[src/hw/rtl/rit_pkg.sv]
// Shared types and constants for the reference-counted inode table.
package rit_pkg;

  localparam int unsigned InodeW = 16;
  localparam int unsigned SlotW = 6;
  localparam int unsigned LinkW = 8;
  localparam int unsigned BlockW = 17;
  localparam int unsigned ZoneW = 16;
  localparam int unsigned ShiftW = 3;
  localparam int unsigned CfgIdxW = 1;
  localparam int unsigned CfgDataW = 16;

  typedef enum logic {
    KIND_GET = 1'b0,
    KIND_PUT = 1'b1
  } kind_e;

  typedef enum logic [2:0] {
    ST_HIT      = 3'd0,
    ST_MISS     = 3'd1,
    ST_FULL     = 3'd2,
    ST_KEPT     = 3'd3,
    ST_RELEASED = 3'd4,
    ST_ERROR    = 3'd5
  } status_e;

  typedef enum logic [CfgIdxW-1:0] {
    CFG_ZONE_START = 1'b0,
    CFG_IPB_LOG2   = 1'b1
  } cfg_idx_e;

  typedef enum logic [2:0] {
    S_CLEAR,
    S_IDLE,
    S_SCAN,
    S_SCAN_END,
    S_COMMIT
  } state_e;

  typedef struct packed {
    logic              kind;
    logic [InodeW-1:0] inode_number;
    logic [SlotW-1:0]  slot;
    logic [LinkW-1:0]  link_count;
  } rit_in_t;

  typedef struct packed {
    status_e           status;
    logic [SlotW-1:0]  entry_index;
    logic [BlockW-1:0] read_block;
    logic [InodeW-1:0] release_inode;
    logic              free_on_disk;
  } rit_out_t;

  typedef struct packed {
    logic clear_wr;
    logic accept;
    logic scan_rd;
    logic commit;
  } rit_cmd_t;

  typedef struct packed {
    logic cnt_last;
    logic in_is_put;
    logic out_free;
  } rit_sts_t;

endpackage

[src/hw/rtl/rit_ram.sv]
// Generic single-write, single-read RAM with registered read data.
module rit_ram #(
  parameter int unsigned WIDTH = 24,
  parameter int unsigned DEPTH = 64
) (
  input  logic                     clk_i,
  input  logic                     we_i,
  input  logic [$clog2(DEPTH)-1:0] waddr_i,
  input  logic [WIDTH-1:0]         wdata_i,
  input  logic                     re_i,
  input  logic [$clog2(DEPTH)-1:0] raddr_i,
  output logic [WIDTH-1:0]         rdata_o
);

  logic [WIDTH-1:0] mem_q [DEPTH];
  logic [WIDTH-1:0] rdata_q;

  always_ff @(posedge clk_i) begin
    if (we_i) begin
      mem_q[waddr_i] <= wdata_i;
    end
    if (re_i) begin
      rdata_q <= mem_q[raddr_i];
    end
  end

  assign rdata_o = rdata_q;

endmodule

[src/hw/rtl/rit_ctrl.sv]
// Controller state machine that sequences clearing, scans, puts and commits.
module rit_ctrl
  import rit_pkg::*;
(
  input  logic     clk_i,
  input  logic     rst_ni,
  input  logic     in_valid_i,
  output logic     in_ready_o,
  input  rit_sts_t sts_i,
  output rit_cmd_t cmd_o
);

  state_e state_q, state_d;

  always_ff @(posedge clk_i or negedge rst_ni) begin
    if (!rst_ni) begin
      state_q <= S_CLEAR;
    end else begin
      state_q <= state_d;
    end
  end

  always_comb begin
    state_d = state_q;
    cmd_o = '0;
    in_ready_o = 1'b0;
    unique case (state_q)
      S_CLEAR: begin
        cmd_o.clear_wr = 1'b1;
        if (sts_i.cnt_last) begin
          state_d = S_IDLE;
        end
      end
      S_IDLE: begin
        in_ready_o = 1'b1;
        if (in_valid_i) begin
          cmd_o.accept = 1'b1;
          state_d = sts_i.in_is_put ? S_COMMIT : S_SCAN;
        end
      end
      S_SCAN: begin
        cmd_o.scan_rd = 1'b1;
        if (sts_i.cnt_last) begin
          state_d = S_SCAN_END;
        end
      end
      S_SCAN_END: begin
        state_d = S_COMMIT;
      end
      S_COMMIT: begin
        if (sts_i.out_free) begin
          cmd_o.commit = 1'b1;
          state_d = S_IDLE;
        end
      end
      default: begin
        state_d = S_IDLE;
      end
    endcase
  end

`ifndef SYNTHESIS
  assert property (@(posedge clk_i) disable iff (!rst_ni)
    cmd_o.commit |-> sts_i.out_free)
    else $error("Commit issued while the output register is occupied.");

  assert property (@(posedge clk_i) disable iff (!rst_ni)
    (cmd_o.accept && !sts_i.in_is_put) |=> state_q == S_SCAN)
    else $error("Accepted get did not start a scan.");

  assert property (@(posedge clk_i) disable iff (!rst_ni)
    state_q == S_SCAN_END |-> $past(state_q) == S_SCAN)
    else $error("Scan end reached without a scan.");

  assert property (@(posedge clk_i) disable iff (!rst_ni)
    state_q == S_CLEAR |-> !in_ready_o && !cmd_o.commit)
    else $error("Item activity during the clearing pass.");
`endif

endmodule

[src/hw/rtl/rit_dp.sv]
// Datapath with the entry RAM, scan trackers, configuration and output register.
module rit_dp
  import rit_pkg::*;
#(
  parameter int unsigned TABLE_ENTRIES = 64,
  parameter int unsigned REF_WIDTH = 8
) (
  input  logic                clk_i,
  input  logic                rst_ni,
  input  rit_in_t             in_data_i,
  input  logic                out_ready_i,
  output logic                out_valid_o,
  output rit_out_t            out_data_o,
  input  logic                cfg_valid_i,
  input  logic [CfgIdxW-1:0]  cfg_index_i,
  input  logic [CfgDataW-1:0] cfg_data_i,
  input  rit_cmd_t            cmd_i,
  output rit_sts_t            sts_o
);

  localparam int unsigned AW = $clog2(TABLE_ENTRIES);
  localparam int unsigned WordW = InodeW + REF_WIDTH;

  logic [AW-1:0] cnt_q, cnt_d;
  logic chk_vld_q;
  logic [AW-1:0] chk_idx_q;
  rit_in_t req_q;
  logic hit_q, hit_d, free_q, free_d;
  logic [AW-1:0] hit_idx_q, hit_idx_d, free_idx_q, free_idx_d;
  logic [REF_WIDTH-1:0] hit_refs_q, hit_refs_d;
  logic out_valid_q;
  rit_out_t out_q;
  logic [ZoneW-1:0] zone_q;
  logic [ShiftW-1:0] log2_q;

  logic ram_we, ram_re;
  logic [AW-1:0] ram_waddr, ram_raddr;
  logic [WordW-1:0] ram_wdata, ram_rdata;
  logic [REF_WIDTH-1:0] rd_refs;
  logic [InodeW-1:0] rd_inode;
  logic cnt_last;

  logic wr_en_c;
  logic [AW-1:0] wr_addr_c;
  logic [WordW-1:0] wr_data_c;
  rit_out_t res_c;
  logic slot_oor;

  rit_ram #(
    .WIDTH(WordW),
    .DEPTH(TABLE_ENTRIES)
  ) u_ram (
    .clk_i  (clk_i),
    .we_i   (ram_we),
    .waddr_i(ram_waddr),
    .wdata_i(ram_wdata),
    .re_i   (ram_re),
    .raddr_i(ram_raddr),
    .rdata_o(ram_rdata)
  );

  assign rd_refs = ram_rdata[REF_WIDTH-1:0];
  assign rd_inode = ram_rdata[WordW-1:REF_WIDTH];
  assign cnt_last = (cnt_q == AW'(TABLE_ENTRIES - 1));
  assign slot_oor = (32'(req_q.slot) >= TABLE_ENTRIES);

  assign ram_re = cmd_i.scan_rd | (cmd_i.accept & (in_data_i.kind == KIND_PUT));
  assign ram_raddr = cmd_i.scan_rd ? cnt_q : AW'(in_data_i.slot);
  assign ram_we = cmd_i.clear_wr | (cmd_i.commit & wr_en_c);
  assign ram_waddr = cmd_i.clear_wr ? cnt_q : wr_addr_c;
  assign ram_wdata = cmd_i.clear_wr ? '0 : wr_data_c;

  always_comb begin
    cnt_d = cnt_q;
    if (cmd_i.accept) begin
      cnt_d = '0;
    end else if (cmd_i.clear_wr || cmd_i.scan_rd) begin
      cnt_d = cnt_last ? '0 : cnt_q + AW'(1);
    end
  end

  always_comb begin
    hit_d = hit_q;
    hit_idx_d = hit_idx_q;
    hit_refs_d = hit_refs_q;
    free_d = free_q;
    free_idx_d = free_idx_q;
    if (cmd_i.accept) begin
      hit_d = 1'b0;
      free_d = 1'b0;
    end else if (chk_vld_q) begin
      if (rd_refs != '0) begin
        if (!hit_q && rd_inode == req_q.inode_number) begin
          hit_d = 1'b1;
          hit_idx_d = chk_idx_q;
          hit_refs_d = rd_refs;
        end
      end else if (!free_q) begin
        free_d = 1'b1;
        free_idx_d = chk_idx_q;
      end
    end
  end

  always_comb begin
    wr_en_c = 1'b0;
    wr_addr_c = '0;
    wr_data_c = '0;
    res_c = '0;
    res_c.status = ST_ERROR;
    if (req_q.kind == KIND_GET) begin
      if (hit_q) begin
        res_c.entry_index = SlotW'(hit_idx_q);
        if (&hit_refs_q) begin
          res_c.status = ST_ERROR;
        end else begin
          res_c.status = ST_HIT;
          wr_en_c = 1'b1;
          wr_addr_c = hit_idx_q;
          wr_data_c = {req_q.inode_number, hit_refs_q + REF_WIDTH'(1)};
        end
      end else if (free_q) begin
        res_c.status = ST_MISS;
        res_c.entry_index = SlotW'(free_idx_q);
        res_c.read_block = BlockW'(zone_q) + BlockW'(req_q.inode_number >> log2_q);
        wr_en_c = 1'b1;
        wr_addr_c = free_idx_q;
        wr_data_c = {req_q.inode_number, REF_WIDTH'(1)};
      end else begin
        res_c.status = ST_FULL;
      end
    end else begin
      res_c.entry_index = req_q.slot;
      wr_addr_c = AW'(req_q.slot);
      if (slot_oor || rd_refs == '0) begin
        res_c.status = ST_ERROR;
      end else if (rd_refs == REF_WIDTH'(1)) begin
        res_c.status = ST_RELEASED;
        res_c.release_inode = rd_inode;
        res_c.free_on_disk = (req_q.link_count == '0);
        wr_en_c = 1'b1;
        wr_data_c = {rd_inode, {REF_WIDTH{1'b0}}};
      end else begin
        res_c.status = ST_KEPT;
        wr_en_c = 1'b1;
        wr_data_c = {rd_inode, rd_refs - REF_WIDTH'(1)};
      end
    end
  end

  always_ff @(posedge clk_i or negedge rst_ni) begin
    if (!rst_ni) begin
      cnt_q <= '0;
      chk_vld_q <= 1'b0;
      hit_q <= 1'b0;
      free_q <= 1'b0;
      out_valid_q <= 1'b0;
      zone_q <= ZoneW'(2);
      log2_q <= ShiftW'(3);
    end else begin
      cnt_q <= cnt_d;
      chk_vld_q <= cmd_i.scan_rd;
      hit_q <= hit_d;
      free_q <= free_d;
      if (cmd_i.commit) begin
        out_valid_q <= 1'b1;
      end else if (out_ready_i) begin
        out_valid_q <= 1'b0;
      end
      if (cfg_valid_i) begin
        unique case (cfg_idx_e'(cfg_index_i))
          CFG_ZONE_START: zone_q <= cfg_data_i[ZoneW-1:0];
          CFG_IPB_LOG2: log2_q <= cfg_data_i[ShiftW-1:0];
          default: ;
        endcase
      end
    end
  end

  always_ff @(posedge clk_i) begin
    chk_idx_q <= cnt_q;
    hit_idx_q <= hit_idx_d;
    hit_refs_q <= hit_refs_d;
    free_idx_q <= free_idx_d;
    if (cmd_i.accept) begin
      req_q <= in_data_i;
    end
    if (cmd_i.commit) begin
      out_q <= res_c;
    end
  end

  assign out_valid_o = out_valid_q;
  assign out_data_o = out_q;

  assign sts_o.cnt_last = cnt_last;
  assign sts_o.in_is_put = (in_data_i.kind == KIND_PUT);
  assign sts_o.out_free = !out_valid_q || out_ready_i;

endmodule

[src/hw/rtl/refcounted_inode_table_unit.sv]
// Top level of the reference-counted inode table: controller plus datapath.
// A get reads every entry in turn, one entry read per cycle, and then commits its result to the output register.
// A put reads only the entry at its slot and commits its result with at most one entry write.
// One item is in work at a time; a commit waits while the output register is still occupied.
// After reset a clearing pass zeroes every entry before items are accepted.
// Configuration registers reset to a zone start of 2 and a log2 of 3 and are always writable.
module refcounted_inode_table_unit
  import rit_pkg::*;
#(
  parameter int unsigned TABLE_ENTRIES = 64,
  parameter int unsigned REF_WIDTH = 8
) (
  input  logic                clk_i,
  input  logic                rst_ni,
  input  logic                in_valid_i,
  output logic                in_ready_o,
  input  rit_in_t             in_data_i,
  output logic                out_valid_o,
  input  logic                out_ready_i,
  output rit_out_t            out_data_o,
  input  logic                cfg_valid_i,
  output logic                cfg_ready_o,
  input  logic [CfgIdxW-1:0]  cfg_index_i,
  input  logic [CfgDataW-1:0] cfg_data_i
);

  rit_cmd_t cmd;
  rit_sts_t sts;

  assign cfg_ready_o = 1'b1;

  rit_ctrl u_ctrl (
    .clk_i     (clk_i),
    .rst_ni    (rst_ni),
    .in_valid_i(in_valid_i),
    .in_ready_o(in_ready_o),
    .sts_i     (sts),
    .cmd_o     (cmd)
  );

  rit_dp #(
    .TABLE_ENTRIES(TABLE_ENTRIES),
    .REF_WIDTH    (REF_WIDTH)
  ) u_dp (
    .clk_i      (clk_i),
    .rst_ni     (rst_ni),
    .in_data_i  (in_data_i),
    .out_ready_i(out_ready_i),
    .out_valid_o(out_valid_o),
    .out_data_o (out_data_o),
    .cfg_valid_i(cfg_valid_i),
    .cfg_index_i(cfg_index_i),
    .cfg_data_i (cfg_data_i),
    .cmd_i      (cmd),
    .sts_o      (sts)
  );

endmodule
[config.mk]
export PLATFORM = sky130hd
export DESIGN_NAME = refcounted_inode_table_unit
export DESIGN_NICKNAME = d
export VERILOG_FILES = /design/src/hw/rtl/rit_pkg.sv /design/src/hw/rtl/rit_ram.sv /design/src/hw/rtl/rit_ctrl.sv /design/src/hw/rtl/rit_dp.sv /design/src/hw/rtl/refcounted_inode_table_unit.sv
export SDC_FILE = /design/constraint.sdc
export NUM_CORES = 2
export LEC_CHECK = 0
export ABC_AREA = 0
export BUFFER_PORTS_ARGS = -buffer_cell sky130_fd_sc_hd__buf_2
export CAP_MARGIN = 20
export CORE_MARGIN = 5
export CORE_UTILIZATION = 50
export DETAILED_ROUTE_END_ITERATION = 10
export PLACE_DENSITY = 0.77
export SLEW_MARGIN = 5
export SYNTH_ARGS = -nofsm -noshare
export SYNTH_HDL_FRONTEND = slang
export SYNTH_SLANG_ARGS = --single-unit
[constraint.sdc]
create_clock -name clk_i -period 5.03 [get_ports clk_i]
set_input_delay 1.006 -clock clk_i [delete_from_list [all_inputs] [get_ports clk_i]]
set_output_delay 1.006 -clock clk_i [all_outputs]
set_load 0.02 [all_outputs]
## Word-level counts from Yosys, hierarchy flattened

Memories as Yosys holds them, arrays and structs flattened. A register that Yosys moved wholly into a read port is not among the register bits.
Index checks and enable logic that the tools add are counted.

| operators by class | value |
|---|---|
| $add $sub $neg | 4 |
| eq/ne operators | 12 |
| shift-type cells | 1 |
| muxes and demuxes | 52 |
| bitwise logic cells | 10 |
| reductions and logical operators | 24 |

Operators by type and width:

| kind | count |
|---|---|
| $mux 24 | 6 |
| $mux 6 | 9 |
| $mux 3 | 8 |
| $mux 1 | 23 |
| $mux 23 | 1 |
| $mux 9 | 2 |
| $add 16x17->17 | 1 |
| $shr 16x3->17 | 1 |
| $eq 16x16->1 | 1 |
| $logic_not 8->1 | 2 |
| $pmux 3 s5 | 1 |
| $reduce_and 4->1 | 3 |
| $reduce_bool 2->1 | 5 |
| $add 8x1->8 const B | 1 |
| $eq 8x1->1 const B | 1 |
| $mux 8 | 1 |
| $reduce_and 8->1 | 1 |
| $reduce_bool 8->1 | 1 |
| $sub 8x1->8 const B | 1 |
| $add 6x1->6 const B | 1 |
| $eq 3x2->1 const B | 2 |
| $eq 6x6->1 const B | 1 |
| $ne 2x1->1 const B | 3 |
| $not 1->1 | 6 |
| 13 further kinds | 21 |

| word-level totals | value |
|---|---|
| bits in registers | 132 |
| memory bits (writable) | 1,536 |
| memories kept | 1 |

Memories:

| memory | words | width | rd ports | clocked after Yosys merged registers in | wr ports | line | RTL |
|---|---|---|---|---|---|---|---|
| u_dp.u_ram.mem_q | 64 | 24 | 1 | 1 | 1 | rit_ram.sv:15 | `logic [WIDTH-1:0] mem_q [DEPTH];` |

## Depth between registers and ports, before layout

| depth | value |
|---|---|
| depth in word-level cells | 8 |
| gate-level depth with buffers | 15 |
| gate-level depth less buffers | 13 |

## Modules after synthesis

Synthesis repeated with hierarchy kept, for this count alone.

| unflattened totals | value |
|---|---|
| cell total of the unflattened synthesis | 3,242 |
| area, all modules | 66,630.2 µm² |

Modules (own cells, without submodules):

| module | times used | cells an instance | area an instance (µm²) | seq. area each (µm²) |
|---|---|---|---|---|
| rit_ram | 1 | 2,610 | 59,535.8 | 46,844.9 |
| rit_dp | 1 | 610 | 6,891.6 | 3,672.3 |
| rit_ctrl | 1 | 20 | 191.4 | 75.1 |
| refcounted_inode_table_unit | 1 | 2 | 11.3 | 0.0 |

## Worst setup path after synthesis

Ideal clock, no wire load.

| timing | value |
|---|---|
| kind | flip-flop to flip-flop |
| from | register u_dp.log2_q[1] |
| to | register u_dp.out_q (netlist bit u_dp.out_data_o[32]) (data pin) |
| setup time | 265 ps |
| arrival time | 3,729 ps |
| data required time | 4,765 ps |
| setup slack | 1,036 ps |
| stages on the path, launching flop included | 15 |
| buffers on the path | 2 |
| period minus slack after synthesis | 3,994 ps |
| cell sequence | dfstp_2 -> clkbuf_1 -> clkbuf_1 -> mux2i_1 -> nand2_1 -> o21ai_0 -> a21oi_1 -> ha_1 -> a211oi_1 -> nor2_1 -> o41a_1 -> a221o_1 -> o31a_1 -> and4b_1 -> or3_1 |

| on the way | value |
|---|---|
| word-level cells in the longest chain between the ends | 2 |

Ends and longest elaborated chain:

| what | line | RTL |
|---|---|---|
| start, declared | rit_dp.sv:34 | `logic [ShiftW-1:0] log2_q;` |
| start signal, assigned | rit_dp.sv:159 | `log2_q <= ShiftW'(3);` |
| start signal, assigned | rit_dp.sv:173 | `CFG_IPB_LOG2: log2_q <= cfg_data_i[ShiftW-1:0];` |
| $shr 16x3->17 | rit_dp.sv:125 | `res_c.read_block = BlockW'(zone_q) + BlockW'(req_q.inode_number >> log2_q);` |
| $add 16x17->17 | rit_dp.sv:125 |  |
| end signal, assigned | rit_dp.sv:189 | `out_q <= res_c;` |
| end, declared | rit_dp.sv:32 | `rit_out_t out_q;` |

No other way between the ends.
A chain may end at the register's enable or synchronous reset.

## Worst setup path in the final report

| timing | value |
|---|---|
| from | register u_ctrl.state_q[1] |
| to | register u_dp.u_ram.rdata_q[0] (netlist: u_dp.u_ram.rdata_o[0]) (read register of u_dp.u_ram.mem_q) (data pin) |

| on the way | value |
|---|---|
| word-level cells in the longest chain between the ends | 4 |

Ends and longest elaborated chain:

| what | line | RTL |
|---|---|---|
| start, declared | rit_ctrl.sv:13 | `state_e state_q, state_d;` |
| start signal, assigned | rit_ctrl.sv:19 | `state_q <= state_d;` |
| $eq 3x1->1 | rit_ctrl.sv:27 | `unique case (state_q)` |
| $mux 1 | rit_ctrl.sv:27 |  |
| $and 1x1->1 | rit_dp.sv:67 | `assign ram_re = cmd_i.scan_rd \| (cmd_i.accept & (in_data_i.kind == KIND_PUT));` |
| $or 1x1->1 | rit_dp.sv:67 |  |
| end, declared | rit_ram.sv:16 | `logic [WIDTH-1:0] rdata_q;` |

Parallel ways exist; a longest one is shown, timed or not.

==> flow_metrics.tcl <==
set metrics [dict create \
    status "complete, no violations" \
    synth.top_cells.by_area "sky130_fd_sc_hd__edfxtp_1, sky130_fd_sc_hd__nand2_1, sky130_fd_sc_hd__nand3_1" \
    final_max_slew_viol_count 0 \
    area_growth_pct 12.49 \
    ys_seq_area_frac 0.7382 \
    initialDrtViolationCount 5821 \
    postSynthNetCount 5025 \
    power.density_nw_per_um2 535.9 \
    worstSetupStartpoint "u_ctrl.state_q[1]" \
    fin_setup_tns_ps 0 \
    critical_path_peak_fanout 71 \
    number_of_clock_sinks_seen_by_cts 1692 \
    synth.distinct_cells 66 \
    clock_insertion_delay_worst_skew_ps 800 \
    clock_skew_ps 25.95 \
    postLayoutCoreUtil 0.5677 \
    stdcell_area_um2 77100 \
    tritoncts "yes" \
    finalHoldViolations 0 \
    synth-warning-count 0 \
    worst_path_cell_chain "or3b_4 > a21o_4 > buf_12 > mux2i_1 > mux2_2 > o22ai_1 > nor4_1 > buf_4 > nand4_1" \
    fmaxAchievable_ghz 0.2430 \
    grtUsageTotal 0.2331 \
    ys_async_sr_fraction 0.01891 \
    slowest_stage "sky130_fd_sc_hd__a21o_4" \
    hold_path_class "primary input to asynchronous set/reset pin" \
    number_of_global_route_vias_before_repair 40970 \
    vdd_drop_max_uv 612.9 \
    synthFlopType "sky130_fd_sc_hd__edfxtp_1" \
    dp_hpwl_um 97980 \
    grt_overflow 0 \
    synthCells 4951 \
    worst-r2r-setup-slack_ps 920 \
    static-leakage-power_nw 27.10 \
    die_w_um 380.2 \
    timing.hold.ws_ps 309.9 \
    syn_area_per_cell_um2 13.84 \
    arrival_ps 4620 \
    timing.max_cap.violations 0 \
    worstRegToRegCells 9 \
    cp_data_required_time_ps 5540 \
    core_area_um2 135800 \
    worst_setup_path_endpoint "u_dp.u_ram.rdata_o[0]" \
    post-cts-setup-buffers 0 \
    dpl_cell_area_um2 71850 \
    ys_ff_latch 1692 \
    synth.top_cells.by_count "sky130_fd_sc_hd__edfxtp_1, sky130_fd_sc_hd__nand2_1, sky130_fd_sc_hd__nand3_1, sky130_fd_sc_hd__mux2i_1, sky130_fd_sc_hd__clkbuf_1" \
    grt_first_pass_wirelength_um 257100 \
    final.fill_count 9997 \
    worst-setup-path-type "flop to flop" \
    r2r-end "u_dp.u_ram.rdata_o[0]" \
    routed_wirelength_um 173200 \
    dpl.cell_count 6697 \
    post-synth-top-area-cell "sky130_fd_sc_hd__edfxtp_1" \
    register_clock_pin_slew_on_the_reported_worst_setup_and_hold_paths_ps 70 \
    slowest_delay_ps 910 \
    cts_made_buffers 159 \
    synth_cell_area_um2 68540 \
    routed_wire_length_per_instance_um 24.78 \
    drtPass1Iterations 6 \
    antenna_left 0 \
    r2r_start "u_ctrl.state_q[1]" \
    row_count 135 \
    detailroute.via_count 42770 \
    postCtsResizedCells 0 \
    clock_tree.root_cell "sky130_fd_sc_hd__clkbuf_16" \
    antenna_found_initial 5 \
    clock_tree.buffer_depth 3 \
    drive_gt1_frac 0.1462 \
    finalCriticalPeriod_ps 4115 \
    layout.cells.non_filler 6988 \
    weighted_congestion_reported_at_the_end_of_routability_driven_placement 0.8720 \
    detailedPlace.worstSlack_ps 984.5 \
    period_share 0.8181 \
    final_nets 5151 \
    dieHeight_um 380.2 \
    hold_buffers 0 \
    synth_enable_flop_cells 1654 \
    slew_headroom 0.1936 \
    drc_errors 0 \
    floorplan.die_area_um2 144600 \
    floorplan.initialDensity 0.5047 \
    setup_slack_ps 915.1 \
    synth_top_area_share 0.7247 \
    finalSetupViolations 0 \
    worst_slew_pin_slew_ps 1210 \
    power_mw 41.32 \
    grt_max_degree 171 \
    port_buffers 97 \
    post-synth-top-count-cell "sky130_fd_sc_hd__edfxtp_1" \
    critPathCaptureType "flop" \
    worst_setup_path_start_kind "flop" \
    post_drt_via_cell_ratio 6.120 \
    io-pin-count 99 \
    grt_setup_unrepaired "no" \
    cts-htree-levels 4 \
]
-- worst min-delay path by stage --
| stage | startpoint | to | slack (ps) | depth (start not counted) |
|---|---|---|---|---|
| final | rst_ni | u_dp.zone_q[0] | 310 | 1 |
| after global routing | rst_ni | u_dp.zone_q[0] | 350 | 1 |
| after CTS | rst_ni | u_dp.zone_q[0] | 280 | 1 |
| after detailed placement | u_dp.chk_idx_q[1] | u_dp.free_idx_q[1] | 420 | 0 |
| after global placement | u_dp.chk_idx_q[4] | u_dp.free_idx_q[4] | 410 | 0 |
| after floorplan | u_dp.cnt_q[3] | u_dp.chk_idx_q[3] | 350 | 0 |
-- power breakdown --
| group | leakage [nW] | switching, mW | internal (mW) |
|---|---|---|---|
| registers | 15.7 | 0.522 | 17.9 |
| logic | 8.84 | 7.77 | 3.08 |
| clock network | 2.53 | 5.15 | 6.94 |
-- layout by cell type (no fill, tap or decap), types with 10 or more instances in the layout --
| cell | netlist | routed |
|---|---|---|
| sky130_fd_sc_hd__edfxtp_1 | 1654 | 1654 |
| sky130_fd_sc_hd__nand2_1 | 1120 | 1120 |
| sky130_fd_sc_hd__nand3_1 | 598 | 598 |
| sky130_fd_sc_hd__mux2i_1 | 230 | 229 |
| sky130_fd_sc_hd__clkbuf_16 | 0 | 162 |
| sky130_fd_sc_hd__buf_4 | 9 | 153 |
| sky130_fd_sc_hd__mux2_2 | 119 | 118 |
| sky130_fd_sc_hd__a211oi_1 | 99 | 99 |
| sky130_fd_sc_hd__buf_2 | 98 | 97 |
| sky130_fd_sc_hd__nor2_2 | 0 | 66 |
| sky130_fd_sc_hd__and3_1 | 56 | 56 |
| sky130_fd_sc_hd__nor2_1 | 148 | 55 |
| sky130_fd_sc_hd__inv_1 | 53 | 53 |
| sky130_fd_sc_hd__a31oi_1 | 53 | 53 |
| sky130_fd_sc_hd__a311oi_1 | 50 | 50 |
| sky130_fd_sc_hd__o22ai_1 | 48 | 48 |
| sky130_fd_sc_hd__nand4_1 | 37 | 37 |
| sky130_fd_sc_hd__clkinv_1 | 1 | 33 |
| sky130_fd_sc_hd__dfrtp_1 | 29 | 29 |
| sky130_fd_sc_hd__a21oi_1 | 28 | 28 |
| sky130_fd_sc_hd__a31o_2 | 28 | 28 |
| sky130_fd_sc_hd__and2_1 | 27 | 27 |
| sky130_fd_sc_hd__nor2_4 | 0 | 27 |
| sky130_fd_sc_hd__nor4_1 | 28 | 27 |
| sky130_fd_sc_hd__clkbuf_1 | 159 | 27 |
| sky130_fd_sc_hd__xnor2_1 | 24 | 24 |
| sky130_fd_sc_hd__and4_1 | 23 | 23 |
| sky130_fd_sc_hd__o21ai_0 | 21 | 21 |
| sky130_fd_sc_hd__ha_1 | 20 | 20 |
| sky130_fd_sc_hd__a31o_1 | 19 | 19 |
| sky130_fd_sc_hd__bufinv_16 | 0 | 19 |
| sky130_fd_sc_hd__clkinv_2 | 0 | 19 |
| sky130_fd_sc_hd__nand2b_1 | 17 | 17 |
| sky130_fd_sc_hd__buf_12 | 0 | 16 |
| sky130_fd_sc_hd__nor3_1 | 16 | 15 |
| sky130_fd_sc_hd__xor2_1 | 15 | 15 |
| sky130_fd_sc_hd__a22oi_1 | 13 | 13 |
| sky130_fd_sc_hd__clkinvlp_4 | 0 | 11 |
| sky130_fd_sc_hd__nor2b_1 | 12 | 10 |
-- sequential cells by signal, summed over array words and instances, names as in the netlist --
signal and cells:
u_dp.zone_q 16, u_dp.hit_idx_q 6, u_dp.log2_q 3, u_dp.chk_vld_q 1
u_dp.hit_refs_q 8, u_dp.free_q 1, u_dp.chk_idx_q 6, u_ctrl.state_q 3
u_dp.cnt_q 6, u_dp.u_ram.rdata_o 24, u_dp.free_idx_q 6, u_dp.req_q 31
u_dp.out_valid_o 1, u_dp.u_ram.mem_q 1536, u_dp.hit_q 1, u_dp.out_data_o 43
-- worst max-delay path: cells and delay by family, from the launching register on --
kind	cells	cell delay, ps
compound gates	2	1160
buf+inv	2	570
simple gates	3	1070
mux	2	450
flops	1	490
-- metal layers --
layer / part of all wire / GRT usage
met5: 0.00023 / 0
met4: 0.037 / 0.08757
met3: 0.12 / 0.05761
met2: 0.46 / 0.3642
met1: 0.38 / 0.3201
-- final cells by class --
class	instances	area, µm²	share of cell area
Clock inverter	98	1062	0.01378
Antenna cell	2	5.005	0.00006492
Inverter	55	206.4	0.002678
Clock buffer	191	4183	0.05425
Timing Repair Buffer	267	1969	0.02554
Sequential cell	1692	50590	0.6562
Multi-Input combinational cell	2902	16850	0.2186
Tap cell	1781	2228	0.02890
-- logic make-up (layout without fill, tap and decap cells) --
| kind of cell | Yosys count | count (layout) | synth area share |
|---|---|---|---|
| muxes | 352 | 352 | 0.05400 |
| buffers and inverters | 357 | 611 | 0.02229 |
| DFF | 1692 | 1692 | 0.7382 |
| xor gates and xnor gates | 39 | 39 | 0.004984 |
| other | 1 | 3 | 0.00005471 |
| AOI/OAI and AO/OA | 385 | 385 | 0.04069 |
| adders and majority gates | 21 | 21 | 0.003943 |
| and+or+nand+nor | 2104 | 2104 | 0.1359 |
Power figures use the tool's default switching activity.
